$ cat src/mwo_pkg.sv
`default_nettype none
package mwo_pkg;

   // configuration register indexes
   localparam logic CSR_MODE = 1'b0;
   localparam logic CSR_INV  = 1'b1;

   // waveform modes
   localparam logic [2:0] MODE_SINE   = 3'd0;
   localparam logic [2:0] MODE_SQUARE = 3'd1;
   localparam logic [2:0] MODE_SAW    = 3'd2;
   localparam logic [2:0] MODE_TRI    = 3'd3;
   localparam logic [2:0] MODE_TRIPLE = 3'd4;

   localparam int MUL_WIDTH  = 33;
   localparam int PROD_WIDTH = 2 * MUL_WIDTH;
   localparam int DIVD_WIDTH = 34;
   localparam int DIVS_WIDTH = 17;
   localparam int CORDIC_STEPS = 30;

   // floor(2^32 / 3), applied to half the dividend
   localparam logic [31:0] THIRD_RECIP = 32'd1431655765;

   localparam logic signed [33:0] CORDIC_GAIN_Q30 = 34'sd652032874;
   localparam logic signed [33:0] ONE_Q30 = 34'sd1073741824;

   localparam logic [29:0] ATAN_TURNS [CORDIC_STEPS] = '{
      30'd536870912, 30'd316933406, 30'd167458907, 30'd85004756, 30'd42667331,
      30'd21354465, 30'd10679838, 30'd5340245, 30'd2670163, 30'd1335087,
      30'd667544, 30'd333772, 30'd166886, 30'd83443, 30'd41722,
      30'd20861, 30'd10430, 30'd5215, 30'd2608, 30'd1304,
      30'd652, 30'd326, 30'd163, 30'd81, 30'd41,
      30'd20, 30'd10, 30'd5, 30'd3, 30'd1};

   typedef struct packed {
      logic signed [MUL_WIDTH-1:0] lhs;
      logic signed [MUL_WIDTH-1:0] rhs;
   } mul_req_type;

   typedef struct packed {
      logic        start;
      logic [31:0] angle;
   } cordic_req_type;

   typedef struct packed {
      logic [DIVD_WIDTH-1:0] dividend;
      logic [DIVD_WIDTH-1:0] estimate;
      logic [DIVD_WIDTH-1:0] prod_est;
      logic [DIVS_WIDTH-1:0] divisor;
   } div_req_type;

endpackage
`default_nettype wire

$ cat src/mwo_mul.sv
`default_nettype none
module mwo_mul
   import mwo_pkg::*;
(
   input  wire logic                         clock,
   input  wire mul_req_type                  req,
   output logic signed [PROD_WIDTH-1:0]      prod
);

   logic signed [PROD_WIDTH-1:0] prod_ff;
   logic signed [PROD_WIDTH-1:0] prod_in;

   assign prod_in = req.lhs * req.rhs;

   always_ff @(posedge clock) begin
      prod_ff <= prod_in;
   end

   assign prod = prod_ff;

endmodule
`default_nettype wire

$ cat config.mk
export PLATFORM = sky130hd
export DESIGN_NAME = mwo_mul
export DESIGN_NICKNAME = d
export VERILOG_FILES = /design/src/mwo_pkg.sv /design/src/mwo_mul.sv
export SDC_FILE = /design/constraint.sdc
export NUM_CORES = 2
export LEC_CHECK = 0
export BUFFER_PORTS_ARGS = -buffer_cell sky130_fd_sc_hd__buf_2
export CAP_MARGIN = 20
export CORE_ASPECT_RATIO = 0.75
export CORE_UTILIZATION = 50
export CTS_BUF_LIST = sky130_fd_sc_hd__clkbuf_4
export CTS_CLUSTER_DIAMETER = 30
export CTS_CLUSTER_SIZE = 10
export DETAILED_ROUTE_END_ITERATION = 10
export GPL_ROUTABILITY_DRIVEN = 0
export PLACE_DENSITY = 0.69
export SYNTH_ARGS = -nofsm -noshare
export SYNTH_HDL_FRONTEND = slang
export SYNTH_SLANG_ARGS = --single-unit
export TNS_END_PERCENT = 30
$ cat constraint.sdc
create_clock -name clock -period 14.4 [get_ports clock]
set_input_delay 0 -clock clock [delete_from_list [all_inputs] [get_ports clock]]
set_output_delay 0 -clock clock [all_outputs]
set_load 0.005 [all_outputs]
# Yosys cells after proc, flatten, opt, wreduce, memory -nomap -nowiden
# Cells that the tools add are included.
# word_totals
in_bits	67
wordCells	2
out_inout_bits	66
register_bits	66
# classes
n_mul	1
# op_table
op	n
$mul 33x33->66	1

# Depth between registers and ports, before layout
# logic_depth
ltp_word	1
mapped_depth	29
mapped_depth_nobuf	27

# Worst setup path before layout
# Ideal clock, no wire load.
# synth_timing
path_kind	input-to-reg
startpoint	input port req[65] in the netlist's numbering
endpoint	register prod_ff[65], in the netlist prod[65]
setup_slack_ps	7179
cell_stages	22
required_time_ps	14328
arrival_ps	7149
setup_ps	72
path_buffers	2
path_cell_list	clkbuf_1 > nand2_1 > inv_1 > fa_1 > fa_1 > fa_1 > fa_1 > fa_1 > fa_1 > fa_1 > inv_1 > fa_1 > inv_1 > ha_1 > clkbuf_1 > a21o_1 > a21o_1 > a221o_1 > a31oi_2 > o211ai_1 > o41ai_2 > xnor2_1
# synth_between
elab_chain_len	1
# synth_lines
item	line_no	source
start: declaration	mwo_mul.sv:6	input wire mul_req_type req,
$mul 33x33->66	mwo_mul.sv:13	assign prod_in = req.lhs * req.rhs;
net prod_in[65]	mwo_mul.sv:11	logic signed [PROD_WIDTH-1:0] prod_in;
end signal: assignment	mwo_mul.sv:16	prod_ff <= prod_in;
end: declaration	mwo_mul.sv:10	logic signed [PROD_WIDTH-1:0] prod_ff;
# The timed path passes the listed nets, and every way through them passes these cells.

# Worst setup path after layout
# layout_timing
startpoint	input port req[9] in the netlist's numbering
endpoint	register prod_ff[62], in the netlist prod[62]
# Same word-level chain as after synthesis.

==> results.py <==
metrics = {
    "clock_network": {
        "clkTransAtPathRegs_ns": 0.14,
        "h-tree-depth": 3,
        "cts_resized": 0,
        "root_buffer": "clkbuf_4",
        "cts_hold_buffers": 0,
        "cts_sinks": 66,
        "cts_buffers": 9,
        "cts_tree": "built",
        "clockBufferDepth": 2,
        "post_cts_buffers": 0,
    },
    "die": {
        "start_util_pct": 50.91,
        "rows": 89,
        "fp.coreArea_um2": 79290,
        "die_h_um": 248.1,
        "dieArea_um2": 81890,
        "die_width_um": 330.1,
        "ios": 133,
    },
    "worst_setup_path": {
        "startpoint_type": "input port",
        "critical_path.max_fanout": 33,
        "worstPathArrival_ns": 8.10,
        "critical_path_required_ns": 14.80,
        "critical_path_class": "in2reg",
        "endpoint_kind": "flop",
    },
    "global_routing": {
        "grt_max_degree": 34,
        "antenna_found_initial": 7,
        "first_global_vias": 29210,
        "grt_usage_pct": 28.67,
        "grt_pass1_wl_um": 176200,
        "overflow": 0,
    },
    "timing": {
        "hold_viol_final": 0,
        "min_period_ns": 7.706,
        "tightestPinTransition_ns": 1.009,
        "period_share_pct": 53.52,
        "slew_violations": 0,
        "fmax_mhz": 129.8,
        "rsz0062_at_grt": "false",
        "setup_tns_ns": 0,
        "finalSetupViolCount": 0,
        "relSlewSlack_pct": 32.53,
    },
    "cells_and_area": {
        "layout_common_cells": "1145 x fa_1, 1133 x inv_1, 562 x and2_1",
        "final_nets": 5662,
        "final_common_cell": "fa_1",
        "largest_reg_flops": 66,
        "area_delta_synth_final_pct": 3.413,
        "layout-drive-gt1-share_pct": 4.177,
    },
    "synthesis": {
        "synth_cell_types": 61,
        "synthCells": 4302,
        "yosys_register_bits": 66,
        "netlist_area_um2": 40370,
        "yosys_warnings": 0,
        "synth-seq-area-share_pct": 3.273,
        "avgSynthCellArea_um2": 9.383,
        "synth_ff_type": "dfxtp_1",
        "synth_fp_nets": 5731,
        "synth-edff-count": 0,
        "ys_async_sr_fraction_pct": 0,
    },
    "routing": {
        "first_pass_iters": 5,
        "vias_per_cell": 5.251,
        "vias": 27760,
        "routedWlPerCell_um": 20.66,
        "ant_nets": 0,
        "drt_iter0_markers": 2467,
        "wirelength_um": 109200,
        "drc": 0,
    },
    "placement": {
        "place_hpwl_um": 89110,
        "port_buffers": 132,
    },
    "run_status": {
        "status": "finished, final reports clean",
    },
    "min_path": {
        "hp-class": "in2reg",
        "hp-start": "req[0]",
        "hold_end": "prod[0]$_DFF_P_",
        "worstHoldPathCells": 2,
    },
    "run": {
        "maxCapViolCount": 0,
    },
}
-- per-layer routing --
| metal | routed length, um | share of wire [%] | GRT usage (%) |
|---|---|---|---|
| met5 | 48 | 0.044 | 0 |
| met4 | 1773 | 1.6 | 4.635 |
| met1 | 49880 | 46 | 44.94 |
| met3 | 17640 | 16 | 13.48 |
| met2 | 39870 | 37 | 35.60 |
-- critical path, stage by stage --
cell and delay [ns]:
buf_2 0.68, nand2_1 0.20, fa_1 0.55, fa_1 0.54, fa_1 0.55, inv_1 0.05, fa_1 0.50, inv_1 0.06
fa_1 0.56, inv_1 0.07, fa_1 0.48, fa_1 0.52, inv_1 0.05, fa_1 0.63, inv_1 0.08, ha_1 0.36
a21o_1 0.22, o21bai_1 0.17, a21o_1 0.17, a221o_1 0.30, a21oi_1 0.48, a211oi_2 0.15, nor3_2 0.34, o211ai_1 0.17
xor2_1 0.16
-- stage by stage --
stage,hold slack (ns),util (%),setup slack [ns],instances,area [um2]
final,0.07846,52.65,6.694,5286,41740
after global routing,0.08137,52.65,6.356,5285,41740
after CTS,0.02306,52.61,6.778,5282,41710
after detailed placement,0.3743,52.42,6.270,5267,41560
after global placement,0.3758,52.42,6.370,5267,41560
after floorplan,0.1273,-,7.179,4302,40370
-- worst max-delay path by stage --
stage / slack, ns / depth (start not counted) / end / from
detailed placement: 6.27 / 21 / prod[59]$_DFF_P_ / req[3]
global placement: 6.37 / 21 / prod[64]$_DFF_P_ / req[65]
global route: 6.36 / 23 / prod[65]$_DFF_P_ / req[65]
floorplan: 7.18 / 22 / prod[65]$_DFF_P_ / req[65]
CTS: 6.78 / 23 / prod[65]$_DFF_P_ / req[3]
finish: 6.69 / 25 / prod[62]$_DFF_P_ / req[9]
-- Yosys cell counts, types with 2 or more instances --
library cell | number | area (um2)
nand2b_1 | 9 | 56.30
o21bai_1 | 8 | 60.06
nand3_1 | 18 | 90.09
o21a_1 | 7 | 52.55
and4_1 | 7 | 61.31
nor4_1 | 5 | 31.28
nand3b_1 | 2 | 15.01
xor2_1 | 20 | 175.2
a21o_1 | 28 | 210.2
fa_1 | 1145 | 22920
and2_1 | 562 | 3516
a21oi_1 | 73 | 365.4
a221o_1 | 3 | 30.03
nor2b_1 | 3 | 18.77
inv_1 | 1133 | 4253
a31oi_1 | 9 | 56.30
o21ai_0 | 37 | 185.2
o221ai_1 | 2 | 17.52
nor2_1 | 47 | 176.4
o41ai_2 | 2 | 32.53
o21ai_1 | 5 | 25.02
nand4_1 | 9 | 56.30
a211oi_1 | 5 | 37.54
ha_1 | 217 | 2715
o21ba_2 | 3 | 30.03
dfxtp_1 | 66 | 1321
nand2_1 | 543 | 2038
xnor2_1 | 55 | 481.7
o211ai_1 | 7 | 52.55
or2_2 | 4 | 25.02
a211oi_2 | 4 | 50.05
and3_1 | 7 | 43.79
o22ai_1 | 3 | 18.77
nor3_1 | 7 | 35.03
clkbuf_1 | 220 | 825.8
a311o_1 | 2 | 20.02
-- area by class of cell --
type	count	area, um2
sequential	66	1321
fill	7195	37540
clock buffer	9	67.56
timing repair buffer	141	748.2
inverter	1133	4253
multi-input combinational	2882	33960
antenna	3	7.507
clock inverter	6	82.58
tap	1046	1309
-- logic make-up after synthesis --
kind of cell             Yosys count  synth area share, %
AO/OA/AOI/OAI                    217                3.599
AND/OR/NAND/NOR                 1228                15.38
XOR/XNOR                          75                1.627
buffers and inverters           1354                12.61
flip-flops                        66                3.273
adder cells (fa/ha/maj)         1362                63.51
Power is left out: the tool's default activity adds up to more than one toggle a clock period on the data nets, which glitch-free logic cannot reach.
