==> src/mwo_pkg.sv <==
`default_nettype none
package mwo_pkg;

   // configuration register indexes
   localparam logic CSR_MODE = 1'b0;
   localparam logic CSR_INV  = 1'b1;

   // waveform modes
   localparam logic [2:0] MODE_SINE   = 3'd0;
   localparam logic [2:0] MODE_SQUARE = 3'd1;
   localparam logic [2:0] MODE_SAW    = 3'd2;
   localparam logic [2:0] MODE_TRI    = 3'd3;
   localparam logic [2:0] MODE_TRIPLE = 3'd4;

   localparam int MUL_WIDTH  = 33;
   localparam int PROD_WIDTH = 2 * MUL_WIDTH;
   localparam int DIVD_WIDTH = 34;
   localparam int DIVS_WIDTH = 17;
   localparam int CORDIC_STEPS = 30;

   // floor(2^32 / 3), applied to half the dividend
   localparam logic [31:0] THIRD_RECIP = 32'd1431655765;

   localparam logic signed [33:0] CORDIC_GAIN_Q30 = 34'sd652032874;
   localparam logic signed [33:0] ONE_Q30 = 34'sd1073741824;

   localparam logic [29:0] ATAN_TURNS [CORDIC_STEPS] = '{
      30'd536870912, 30'd316933406, 30'd167458907, 30'd85004756, 30'd42667331,
      30'd21354465, 30'd10679838, 30'd5340245, 30'd2670163, 30'd1335087,
      30'd667544, 30'd333772, 30'd166886, 30'd83443, 30'd41722,
      30'd20861, 30'd10430, 30'd5215, 30'd2608, 30'd1304,
      30'd652, 30'd326, 30'd163, 30'd81, 30'd41,
      30'd20, 30'd10, 30'd5, 30'd3, 30'd1};

   typedef struct packed {
      logic signed [MUL_WIDTH-1:0] lhs;
      logic signed [MUL_WIDTH-1:0] rhs;
   } mul_req_type;

   typedef struct packed {
      logic        start;
      logic [31:0] angle;
   } cordic_req_type;

   typedef struct packed {
      logic [DIVD_WIDTH-1:0] dividend;
      logic [DIVD_WIDTH-1:0] estimate;
      logic [DIVD_WIDTH-1:0] prod_est;
      logic [DIVS_WIDTH-1:0] divisor;
   } div_req_type;

endpackage
`default_nettype wire

==> src/mwo_div.sv <==
`default_nettype none
module mwo_div
   import mwo_pkg::*;
(
   input  wire div_req_type           req,
   output logic [DIVD_WIDTH-1:0]      quotient
);

   // reciprocal estimate is at most two below the true quotient
   always_comb begin
      logic [DIVD_WIDTH-1:0] rem;
      logic [DIVD_WIDTH-1:0] dvs;
      rem = req.dividend - req.prod_est;
      dvs = DIVD_WIDTH'(req.divisor);
      priority if (rem >= (dvs << 1)) begin
         quotient = req.estimate + DIVD_WIDTH'(2);
      end else if (rem >= dvs) begin
         quotient = req.estimate + DIVD_WIDTH'(1);
      end else begin
         quotient = req.estimate;
      end
   end

endmodule
`default_nettype wire

==> config.mk <==
export PLATFORM = sky130hd
export DESIGN_NAME = mwo_div
export DESIGN_NICKNAME = d
export VERILOG_FILES = /design/src/mwo_pkg.sv /design/src/mwo_div.sv
export SDC_FILE = /design/constraint.sdc
export NUM_CORES = 1
export LEC_CHECK = 0
export BUFFER_PORTS_ARGS = -buffer_cell sky130_fd_sc_hd__buf_2
export CAP_MARGIN = 20
export CORE_MARGIN = 3
export CORE_UTILIZATION = 52
export DETAILED_ROUTE_END_ITERATION = 8
export PLACE_DENSITY_LB_ADDON = 0.05
export SLEW_MARGIN = 25
export SYNTH_ARGS = -nofsm -noshare
export SYNTH_HDL_FRONTEND = slang
export SYNTH_SLANG_ARGS = --single-unit
==> constraint.sdc <==
create_clock -name vclk -period 6.3
set_input_delay 0.63 -clock vclk [all_inputs]
set_output_delay 0.63 -clock vclk [all_outputs]
set_load 0.01 [all_outputs]
==> Word-level counts from Yosys, hierarchy flattened <==
Index checks and enable logic that the tools add are counted.
Widths: inputs -> output; s select.
{ "word_totals": {"word_cells": 7, "output_inout_bits": 34, "ff_bits": 0, "inputBits": 119} }
{ "op_classes": {"muxes": 2, "addsub": 3, "magnitude_cmp": 2} }
{ "op_table": {"columns": ["cell", "count"], "rows": [
  ["$mux 34", 2],
  ["$add 34x1->34 const B", 1],
  ["$add 34x2->34 const B", 1],
  ["$ge 34x17->1", 1],
  ["$ge 34x18->1", 1],
  ["$sub 34x34->34", 1]
]} }

==> Longest topological paths before layout <==
Gate-level depths: netlist of run 1.
{ "depth": {"ltp_word": 4, "depth_mapped": 23, "depth_no_buf": 22} }

==> Least setup slack after synthesis of run 1 <==
OpenSTA, ideal clock, no wires.
{ "synth_timing": {"path_type": "input to output", "start": "input req[85] in the netlist's numbering", "end": "output quotient[32]", "required_time_ns": 5.670, "path_slack_ns": 0.786, "arrival_ns": 4.884, "path_buffers": 1, "stages": 20, "path_cell_list": "inv_1 -> ha_1 -> fa_1 -> nand2b_1 -> a21oi_1 -> nor2_1 -> o21ai_0 -> xor2_1 -> ha_1 -> a21o_1 -> a211oi_1 -> o21ai_1 -> a211oi_1 -> o21ai_1 -> or4_1 -> and4bb_2 -> mux2i_2 -> buf_6 -> nand4_1 -> xnor2_1"} }
{ "synth_between": {"elab_chain_len": 4, "elab_cells_between_ends": 5, "classes_between": "1 x add/sub; 2 x order compare; 2 x mux"} }
{ "synth_rtl": {"columns": ["element", "line_no", "text"], "rows": [
  ["from (decl)", "mwo_div.sv:5", "input wire div_req_type req,"],
  ["$sub 34x34->34 *", "mwo_div.sv:13", "rem = req.dividend - req.prod_est;"],
  ["$ge 34x17->1", "mwo_div.sv:17", "end else if (rem >= dvs) begin"],
  ["$mux 34", "mwo_div.sv:17", null],
  ["$mux 34 *", "mwo_div.sv:15", "priority if (rem >= (dvs << 1)) begin"],
  ["to (decl)", "mwo_div.sv:6", "output logic [DIVD_WIDTH-1:0] quotient"]
]} }
Mark *: on every way between the ends. The rest lies on a longest branch, timed or not.

==> Worst setup path in the final report of run 1 <==
{ "layout_timing": {"start": "input req[17] in the netlist's numbering", "end": "output quotient[18]"} }
The elaborated chain is that of the path after synthesis.

==> results of run 1 <==
## area by class of cell
| class | count | share of cell area (%) |
|---|---|---|
| multi-input cells | 486 | 75.6 |
| well taps | 96 | 2.55 |
| inverters | 59 | 4.70 |
| repair buffers | 158 | 17.1 |
## cells in the final DEF (no fill, tap or decap), types with 3 or more instances in the layout
cell	Yosys	layout
or3_1	3	3
o31ai_1	4	4
nor2_1	35	35
nand3_1	10	10
and4_1	8	8
o21a_1	9	9
and3_1	15	15
a21oi_1	49	48
nand2b_1	4	4
nand4_2	6	6
buf_2	5	153
buf_4	1	4
nand2_1	51	51
a31oi_1	4	4
nor3_1	20	20
and2_1	7	7
ha_1	69	69
o21ai_1	9	10
inv_1	59	59
o21bai_1	3	3
o21ai_0	23	22
a21o_1	21	21
a211oi_1	4	3
xnor2_1	30	30
nor2b_1	4	4
xor2_1	26	26
o211ai_1	7	7
nand4_1	21	21
## kinds of logic after synthesis
kind of cell               synth area share, %
AOI/OAI and AO/OA                         27.8
xor gates and xnor gates                  12.7
adders and majority gates                 22.9
buffers and inverters                     8.15
muxes                                    0.909
and+or+nand+nor                           27.5
## where the power goes
part / leakage (nW) / switching (mW) / internal [mW]
clock network: 0 / 0 / 0
registers: 0 / 0 / 0
logic: 2.54 / 0.260 / 0.200
## through the flow
stage,std cells,util (%),TNS (ns)
after floorplan,565,-,0
after global placement,796,66.8,0
after detailed placement,796,66.8,0
after CTS,796,66.8,0
after global routing,799,67.5,-0.0480
final,799,67.5,0
## how the worst min path moves through the flow
stage                        from  cells past startpoint            to  slack, ns
final                     req[84]                      3  quotient[33]       1.54
after global routing      req[84]                      3  quotient[33]       1.55
after CTS                 req[84]                      3  quotient[33]       1.53
after detailed placement  req[84]                      3  quotient[33]       1.53
after global placement    req[84]                      3  quotient[33]       1.53
after floorplan           req[52]                      1   quotient[1]       1.34
## metal layers
layer	vias to the layer above	global-route usage [%]	share of wire, %
met5	-	0	0
met4	0	1.86	0.47
met3	10	1.23	6.7
met2	198	47.4	49
met1	2060	34.2	44
li1	2341	-	-
## what timing repair did
item | 4_1_cts | 5_1_grt
buffers inserted | 0 | 3
endpoints found under the setup margin | 0 | 20
resized for setup | 0 | 6
==> flow_metrics.py, run 1 <==
metrics = {
    "finish": {
        "syn2layout_area_growth_pct": 22.3,
        "multi_input_area_um2": 3560,
        "final_area_um2": 4710,
        "diodes": 0,
        "nClkBuffers": 0,
        "drive_gt1_share_pct": 25.3,
        "n_sequential_cell": 0,
        "layout.area.seq_um2": 0,
        "finalNetCount": 894,
        "fill_cells": 658,
    },
    "critical_path": {
        "setup.worst_path.end": "quotient[18]",
        "setup.worst_path.end_class": "output port",
        "crit_family": "simple AND/OR/NAND/NOR gates",
        "crit_start": "req[17]",
        "critPathKind": "input port to output port",
        "critPathRequiredTime_ns": 5.67,
        "arrival_ns": 5.37,
        "cp.depth": 24,
        "path_cells": "buf_2, ha_1, fa_1, nand2b_1, a21oi_2, nor2_1, o21ai_1, a21o_1, a21oi_1, xnor2_1, ha_1, nand4_1, nor2_1, o21ai_0, a21oi_1, a211oi_2, o21ai_1, or4_1, and4bb_2, mux2i_4, buf_6, nand4_1, xnor2_1, buf_2",
        "cp_max_fo": 10,
        "cp-start-kind": "input port",
        "max_stage_delay_ns": 0.52,
        "crit_buf_inv": 3,
        "cp_slowest_cell": "or4_1",
    },
    "floorplan": {
        "dieArea_um2": 8480,
        "num_rows": 30,
        "start_util_pct": 55.2,
        "core_area_um2": 6980,
        "ioPinCount": 153,
        "die_x_um": 92.1,
        "die_h_um": 92.1,
    },
    "grt": {
        "antenna_found_initial": 0,
        "grt_use_total_pct": 25.7,
        "grt_pass1_wl_mm": 19.0,
        "grt_overflow_total": 0,
        "first_global_vias": 4225,
        "grt_max_degree": 17,
    },
    "power_and_ir_drop": {
        "power_uw": 460,
        "power_density_nw_per_um2": 97.6,
        "peakVddDrop_mv": 0.0620,
        "cellLeakagePower_nw": 2.54,
    },
    "yosys": {
        "syn_avg_cell_area_um2": 6.82,
        "synth_nets": 754,
        "yosys_warnings": 0,
        "yosysSeqAreaShare_pct": 0,
        "synth.top_cell.area_share_pct": 22.4,
        "synthMostInstantiatedCell": "ha_1",
        "synth_top_cell_by_area": "ha_1",
        "netlist_area_um2": 3850,
        "ys_types": 66,
        "synth.top_cells.by_count": "69 x ha_1, 59 x inv_1, 51 x nand2_1, 49 x a21oi_1, 35 x nor2_1",
        "synth_area_leaders": "ha_1 22%, xnor2_1 6.8%, a21oi_1 6.4%",
        "netlist_instances": 565,
    },
    "sta": {
        "tightest_slew_ns": 0.483,
        "final_hold_viol_count": 0,
        "fmax_mhz": 167,
        "holdWs_ns": 1.54,
        "period_share_pct": 95.3,
        "setup_viol": 0,
        "fin_crit_ns": 6.00,
        "final_max_slew_viol_count": 0,
        "max-slew-margin-rel_pct": 67.8,
        "setup_slack_ns": 0.297,
    },
    "routing": {
        "routed_wl_mm": 11.6,
        "vias": 4609,
        "drt-vias-per-instance": 5.77,
        "wl_per_cell_um": 14.5,
        "ant_nets": 0,
        "drt-initial-drc-count": 217,
        "firstDrtPassIters": 5,
        "drc": 0,
    },
    "run_status": {
        "outcome": "complete, no violations",
    },
    "placement": {
        "placedInstanceArea_um2": 4660,
        "post-place-ws_ns": 0.0606,
        "io_buffers": 153,
        "routabilityCongestion": 0.921,
        "dp_hpwl_mm": 10.1,
    },
    "worst_hold_path": {
        "hp-class": "input port to output port",
    },
    "cts": {
        "cts_hold_buf": 0,
    },
    "run": {
        "maxCapViolCount": 0,
    },
}
Note: power is estimated with default switching activity, not from simulation.
==> run 2: changes to the inputs <==
==> constraint.sdc (replaced) <==
create_clock -name vclk -period 6.3
set_input_delay 1.89 -clock vclk [all_inputs]
set_output_delay 1.89 -clock vclk [all_outputs]
set_load 0.01 [all_outputs]
==> run 2 against run 1 <==
- synthesized cell count did not move
- area after synthesis did not move
- the run now fails in global routing (5_1_grt)
==> flow_metrics.py, run 2 <==
metrics = {
    "floorplan": {
        "start_util_pct": 55.2,
        "die_h_um": 92.1,
        "die_x_um": 92.1,
        "num_rows": 30,
        "ioPinCount": 153,
    },
    "yosys": {
        "synth_area_leaders": "ha_1 22%, xnor2_1 6.8%, a21oi_1 6.4%",
        "netlist_instances": 565,
        "muxShareOfSynthArea_pct": 0.909,
        "yosysSeqAreaShare_pct": 0,
        "synth_nets": 754,
        "synth_top_family_by_area": "compound AO/OA/AOI/OAI gates",
        "synth_top_cell_by_area": "ha_1",
        "synth.top_cell.area_share_pct": 22.4,
        "synthMostInstantiatedCell": "ha_1",
        "netlist_area_um2": 3850,
        "ys_types": 66,
        "synthSimpleGateAreaFrac_pct": 27.5,
        "synth_xor_area_share_pct": 12.7,
        "synth_compound_area_share_pct": 27.8,
        "synth.top_cells.by_count": "69 x ha_1, 59 x inv_1, 51 x nand2_1, 49 x a21oi_1, 35 x nor2_1",
        "synth-adder-area-share_pct": 22.9,
        "yosys_warnings": 0,
        "syn_avg_cell_area_um2": 6.82,
    },
    "run_status": {
        "error": "[ERROR GRT-0232] Routing congestion too high. Check the congestion heatmap in the GUI.",
        "stop_stage": "global routing (5_1_grt)",
        "outcome": "did not finish",
    },
    "placement": {
        "place_inst": 961,
        "dp_hpwl_mm": 13.9,
        "io_buffers": 153,
        "routabilityCongestion": 0.954,
    },
    "grt": {
        "grt_use_total_pct": 92.5,
        "grt_max_degree": 14,
        "grt_overflow_total": 777,
    },
    "sta": {
        "worstEndpointType": "top-level output",
        "grt-worst-endpoint": "quotient[32]",
    },
    "cts": {
        "cts_hold_buf": 0,
    },
}
run 2: cell counts after synthesis:
Identical to the previous run, type by type.
run 2: logic make-up after synthesis:
group                    count (synthesis)
adder cells (fa/ha/maj)                 70
XOR/XNOR                                56
buffers and inverters                   79
AO/OA/AOI/OAI                          161
AND/OR/NAND/NOR                        196
multiplexers                             3
run 2: stage by stage:
step | setup TNS (ns) | utilization, % | worst slack, ns | area, um^2
3_5_place_dp | -63.84 | 88.0 | -2.05 | 6140
3_3_place_gp | -54.36 | 88.0 | -1.74 | 6140
4_1_cts | -57.92 | 92.1 | -1.83 | 6430
2_1_floorplan | -36.77 | - | -1.30 | 4070
run 2: routing by layer:
layer  overflow  track usage [%]
met5          0             11.5
met4        134              104
met3          8             60.4
met2        625              132
met1         10             81.2
run 2: repair_timing:
item                                   in CTS
gates resized for setup                    33
setup buffers                              14
gates cloned                                1
pin swaps                                  25
setup endpoints to repair                  34
endpoints found under the hold margin       0
==> run 3: changes to the inputs <==
CORE_UTILIZATION = 40   (was 52)
PLACE_DENSITY_LB_ADDON = 0.15   (was 0.05)
==> run 3 against run 2 <==
- the flow now finishes, with violations (negative setup slack)
==> flow_metrics.py, run 3 (same netlist as run 1, synthesis figures left out) <==
metrics = {
    "sta": {
        "setup_slack_ns": -1.85,
        "holdWs_ns": 4.05,
        "fin_crit_ns": 8.15,
        "final_hold_viol_count": 0,
        "fmax_mhz": 123,
        "final_max_slew_viol_count": 0,
        "rsz0062_at_grt": "yes",
        "max-slew-margin-rel_pct": 58.1,
        "setup_viol": 34,
        "tightest_slew_ns": 0.628,
        "period_share_pct": 129,
    },
    "floorplan": {
        "num_rows": 35,
        "start_util_pct": 41.5,
        "ioPinCount": 153,
        "die_x_um": 104,
        "die_h_um": 104,
        "dieArea_um2": 10800,
        "core_area_um2": 9280,
    },
    "finish": {
        "nClkBuffers": 0,
        "diodes": 0,
        "syn2layout_area_growth_pct": 76.3,
        "n_sequential_cell": 0,
        "final_cell_mix": "189 x buf_4, 149 x buf_2, 59 x ha_1",
        "finalNetCount": 1088,
        "layout.area.seq_um2": 0,
        "final_common_cell": "buf_4",
        "drive_gt1_share_pct": 48.2,
    },
    "worst_hold_path": {
        "hp-class": "input port to output port",
    },
    "placement": {
        "post-place-ws_ns": -1.93,
        "routabilityCongestion": 0.890,
        "dp_hpwl_mm": 11.6,
        "io_buffers": 153,
    },
    "critical_path": {
        "cp_slowest_cell": "or4_1",
        "critPathKind": "input port to output port",
        "setup.worst_path.end_class": "output port",
        "critPathRequiredTime_ns": 4.41,
        "cp-start-kind": "input port",
        "path_cells": "buf_8, inv_12, ha_4, buf_4, nor2b_4, o2111ai_4, buf_6, a211oi_4, o21ai_1, o21bai_1, xor2_1, ha_1, a21o_1, a21o_1, a21oi_1, o21ai_2, or4_1, and4bb_2, mux2i_4, buf_4, and4_4, xor2_2, buf_2",
        "arrival_ns": 6.26,
        "cp_max_fo": 4,
        "max_stage_delay_ns": 0.40,
    },
    "run_status": {
        "outcome": "finished with violations",
        "failed_checks": "negative setup slack",
    },
    "grt": {
        "grt_pass1_wl_mm": 24.1,
        "grt_overflow_total": 0,
        "first_global_vias": 5447,
        "grt_use_total_pct": 25.2,
        "grt_max_degree": 14,
        "antenna_found_initial": 0,
    },
    "routing": {
        "ant_nets": 0,
        "routed_wl_mm": 14.5,
        "wl_per_cell_um": 14.1,
        "drt-initial-drc-count": 221,
        "drc": 0,
        "vias": 5456,
        "firstDrtPassIters": 5,
        "drt-vias-per-instance": 5.32,
    },
    "run": {
        "maxCapViolCount": 0,
    },
    "power_and_ir_drop": {
        "cellLeakagePower_nw": 3.60,
        "peakVddDrop_mv": 0.0545,
        "power_density_nw_per_um2": 107,
    },
}
-- run 3: final cells by class --
type,count,area (um^2)
fill,767,2490
inverter,59,234
multi-input combinational,486,4050
tap,129,161
timing repair buffer,352,2340
-- run 3: where the power goes --
group | total (mW) | leakage, nW | internal, mW | switching [mW]
sequential | 0 | 0 | 0 | 0
clock | 0 | 0 | 0 | 0
combinational | 0.725 | 3.60 | 0.385 | 0.340
-- run 3: routing by layer --
| layer | share of wire, % | wire length [um] | up-vias | track usage (%) |
|---|---|---|---|---|
| li1 | - | - | 2730 | - |
| met1 | 42 | 6110 | 2476 | 31.3 |
| met2 | 50 | 7290 | 215 | 47.4 |
| met3 | 5.5 | 802 | 35 | 1.86 |
| met4 | 2.0 | 295 | 0 | 5.03 |
| met5 | 0 | 0 | - | 0 |
-- run 3: worst max-delay path, delay by kind of cell --
family	cells	cell delay, ns
xor+xnor	2	0.36
compound gates	8	1.39
buf+inv	6	0.75
fa+ha+maj	2	0.43
simple gates	4	1.11
mux	1	0.31
-- run 3: final timing paths --
path | startpoint | end | slack [ns] | depth (start not counted)
worst min-delay path | req[76] | quotient[25] | 4.05 | 3
worst max-delay path | req[85] | quotient[10] | -1.85 | 23
-- run 3: stage by stage --
stage                     instances  utilization [%]  TNS, ns  total power, mW  area [um^2]
after detailed placement       1004             67.4   -60.27            0.625         6260
after CTS                      1023             71.9   -52.24            0.690         6670
after global routing           1026             73.1   -65.36            0.794         6790
after floorplan                 565                -   -36.77            0.326         4070
after global placement         1004             67.4   -55.41            0.608         6260
final                          1026             73.1   -58.60            0.725         6790
-- run 3: repair_timing --
| action | 4_1_cts | 5_1_grt |
|---|---|---|
| setup endpoints to repair | 34 | 34 |
| hold buffers | 0 | 0 |
| cloned | 1 | 0 |
| resized for setup | 51 | 21 |
| pin swaps | 49 | 29 |
| setup buffers | 20 | 5 |
| endpoints found under the hold margin | 0 | 0 |
==> run 4: changes to the inputs <==
clock period = 6.85 ns   (was 6.3 ns; I/O delays follow)
==> run 4 against run 3 <==
- combinational power decreased by 4.4%
- non-clock buffer count unchanged
- the flow still finishes with violations (negative setup slack)
- utilization increased by 0.62 points
- critical path depth increased by 2
- flip-flop and latch count is the same
==> flow_metrics.py, run 4 (same netlist as run 1, synthesis figures left out) <==
metrics = {
    "grt": {
        "first_global_vias": 5274,
        "grt_overflow_total": 0,
        "grt_max_degree": 14,
        "grt_use_total_pct": 24.2,
        "grt_pass1_wl_mm": 23.2,
        "antenna_found_initial": 0,
    },
    "routing": {
        "firstDrtPassIters": 4,
        "wl_per_cell_um": 14.0,
        "drt-vias-per-instance": 5.29,
        "drt-initial-drc-count": 236,
        "routed_wl_mm": 14.4,
        "drc": 0,
        "ant_nets": 0,
        "vias": 5430,
    },
    "finish": {
        "drive_gt1_share_pct": 48.7,
        "final_area_um2": 6850,
        "final_common_cell": "buf_4",
        "finalNetCount": 1088,
        "final_cell_mix": "183 x buf_4, 150 x buf_2, 59 x ha_1",
        "n_sequential_cell": 0,
        "layout.area.seq_um2": 0,
        "diodes": 0,
        "nClkBuffers": 0,
        "syn2layout_area_growth_pct": 77.8,
        "layout.cells.non_filler": 1026,
    },
    "floorplan": {
        "core_area_um2": 9280,
        "die_h_um": 104,
        "die_x_um": 104,
        "ioPinCount": 153,
        "dieArea_um2": 10800,
        "start_util_pct": 41.5,
        "num_rows": 35,
    },
    "sta": {
        "rsz0062_at_grt": "yes",
        "period_share_pct": 121,
        "tightest_slew_ns": 0.571,
        "max-slew-margin-rel_pct": 62.0,
        "fmax_mhz": 120,
        "final_hold_viol_count": 0,
        "setup_slack_ns": -1.47,
        "fin_crit_ns": 8.32,
        "setup_viol": 34,
        "final_max_slew_viol_count": 0,
    },
    "placement": {
        "routabilityCongestion": 0.907,
        "placedInstanceArea_um2": 6230,
        "dp_hpwl_mm": 11.6,
        "io_buffers": 153,
        "post-place-ws_ns": -1.71,
        "place_inst": 1000,
    },
    "power_and_ir_drop": {
        "cellLeakagePower_nw": 3.63,
        "netSwitchingPower_uw": 319,
        "switching_share_pct": 46.0,
        "intPower_uw": 374,
        "p_seq_share_pct": 0,
        "peakVddDrop_mv": 0.0481,
        "clock_power_share_pct": 0,
        "pwr-share-comb_pct": 100.0,
        "power_density_nw_per_um2": 101,
        "power_uw": 693,
    },
    "critical_path": {
        "setup.worst_path.end": "quotient[32]",
        "arrival_ns": 6.27,
        "critPathKind": "input port to output port",
        "setup.worst_path.end_class": "output port",
        "cp-start-kind": "input port",
        "crit_start": "req[85]",
        "critPathRequiredTime_ns": 4.80,
        "cp_max_fo": 6,
    },
    "run_status": {
        "outcome": "finished with violations",
        "failed_checks": "negative setup slack",
    },
    "run": {
        "maxCapViolCount": 0,
    },
    "cts": {
        "cts_hold_buf": 0,
    },
    "worst_hold_path": {
        "hp-class": "input port to output port",
    },
}
-- run 4: cell types whose count changed in the layout (fill, tap and decap cells not counted), moves of 2 or more --
cell / delta
buf_4: -6
buf_6: +4
o21ai_2: -3
nand2_1: -2
nor3_1: -2
nor3_2: +2
o21ai_4: +2
-- run 4: metal layers --
metal	global-route usage [%]	share of wire (%)	vias up
li1	-	-	2734
met1	31.9	43	2470
met2	44.2	50	203
met3	1.80	5.3	23
met4	2.75	1.1	0
met5	0	0	-
-- run 4: repair_timing --
action / in CTS / in global routing
endpoints found under the setup margin: 34 / 34
pin swaps: 29 / 34
gates cloned: 1 / 1
gates resized for setup: 35 / 51
setup buffers: 20 / 10
-- run 4: worst min path at each step --
stage	start	end	slack, ns	cells after the start
global route	req[70]	quotient[19]	4.41	3
floorplan	req[63]	quotient[12]	4.17	1
detailed placement	req[76]	quotient[25]	4.39	3
CTS	req[76]	quotient[25]	4.39	3
finish	req[76]	quotient[25]	4.38	3
global placement	req[76]	quotient[25]	4.38	3
-- run 4: critical path, cell delays in order --
cell	delay, ns
buf_12	0.09
inv_12	0.03
ha_4	0.15
fa_2	0.34
nand2b_4	0.16
a21oi_4	0.23
nor2_4	0.07
o21ai_4	0.16
a21o_1	0.15
a21oi_2	0.07
xnor2_2	0.15
ha_1	0.32
nand4_1	0.11
nor2_1	0.07
o21ai_1	0.10
a21oi_2	0.06
a211oi_2	0.18
o21ai_1	0.10
or4_1	0.38
and4bb_2	0.36
mux2i_4	0.31
buf_12	0.15
nand4_1	0.16
xnor2_2	0.18
buf_2	0.15
-- run 4: power by group through the flow --
stage | clock, mW | combinational [mW] | sequential, mW
after floorplan | 0 | 0.300 | 0
after global placement | 0 | 0.556 | 0
after detailed placement | 0 | 0.572 | 0
after CTS | 0 | 0.636 | 0
after global routing | 0 | 0.757 | 0
final | 0 | 0.693 | 0
-- run 4: area by class of cell --
class / instances / area (um^2)
Inverter: 59 / 234
Timing Repair Buffer: 352 / 2380
Multi-Input combinational cell: 486 / 4070
Fill cell: 747 / 2440
Tap cell: 129 / 161
-- run 4: stage by stage --
stage	utilization [%]	hold slack [ns]	setup TNS, ns
6_report	73.8	4.38	-46.78
5_1_grt	73.8	4.41	-53.55
4_1_cts	70.6	4.39	-46.36
3_5_place_dp	67.1	4.39	-52.23
3_3_place_gp	67.1	4.38	-47.76
2_1_floorplan	-	4.17	-29.29
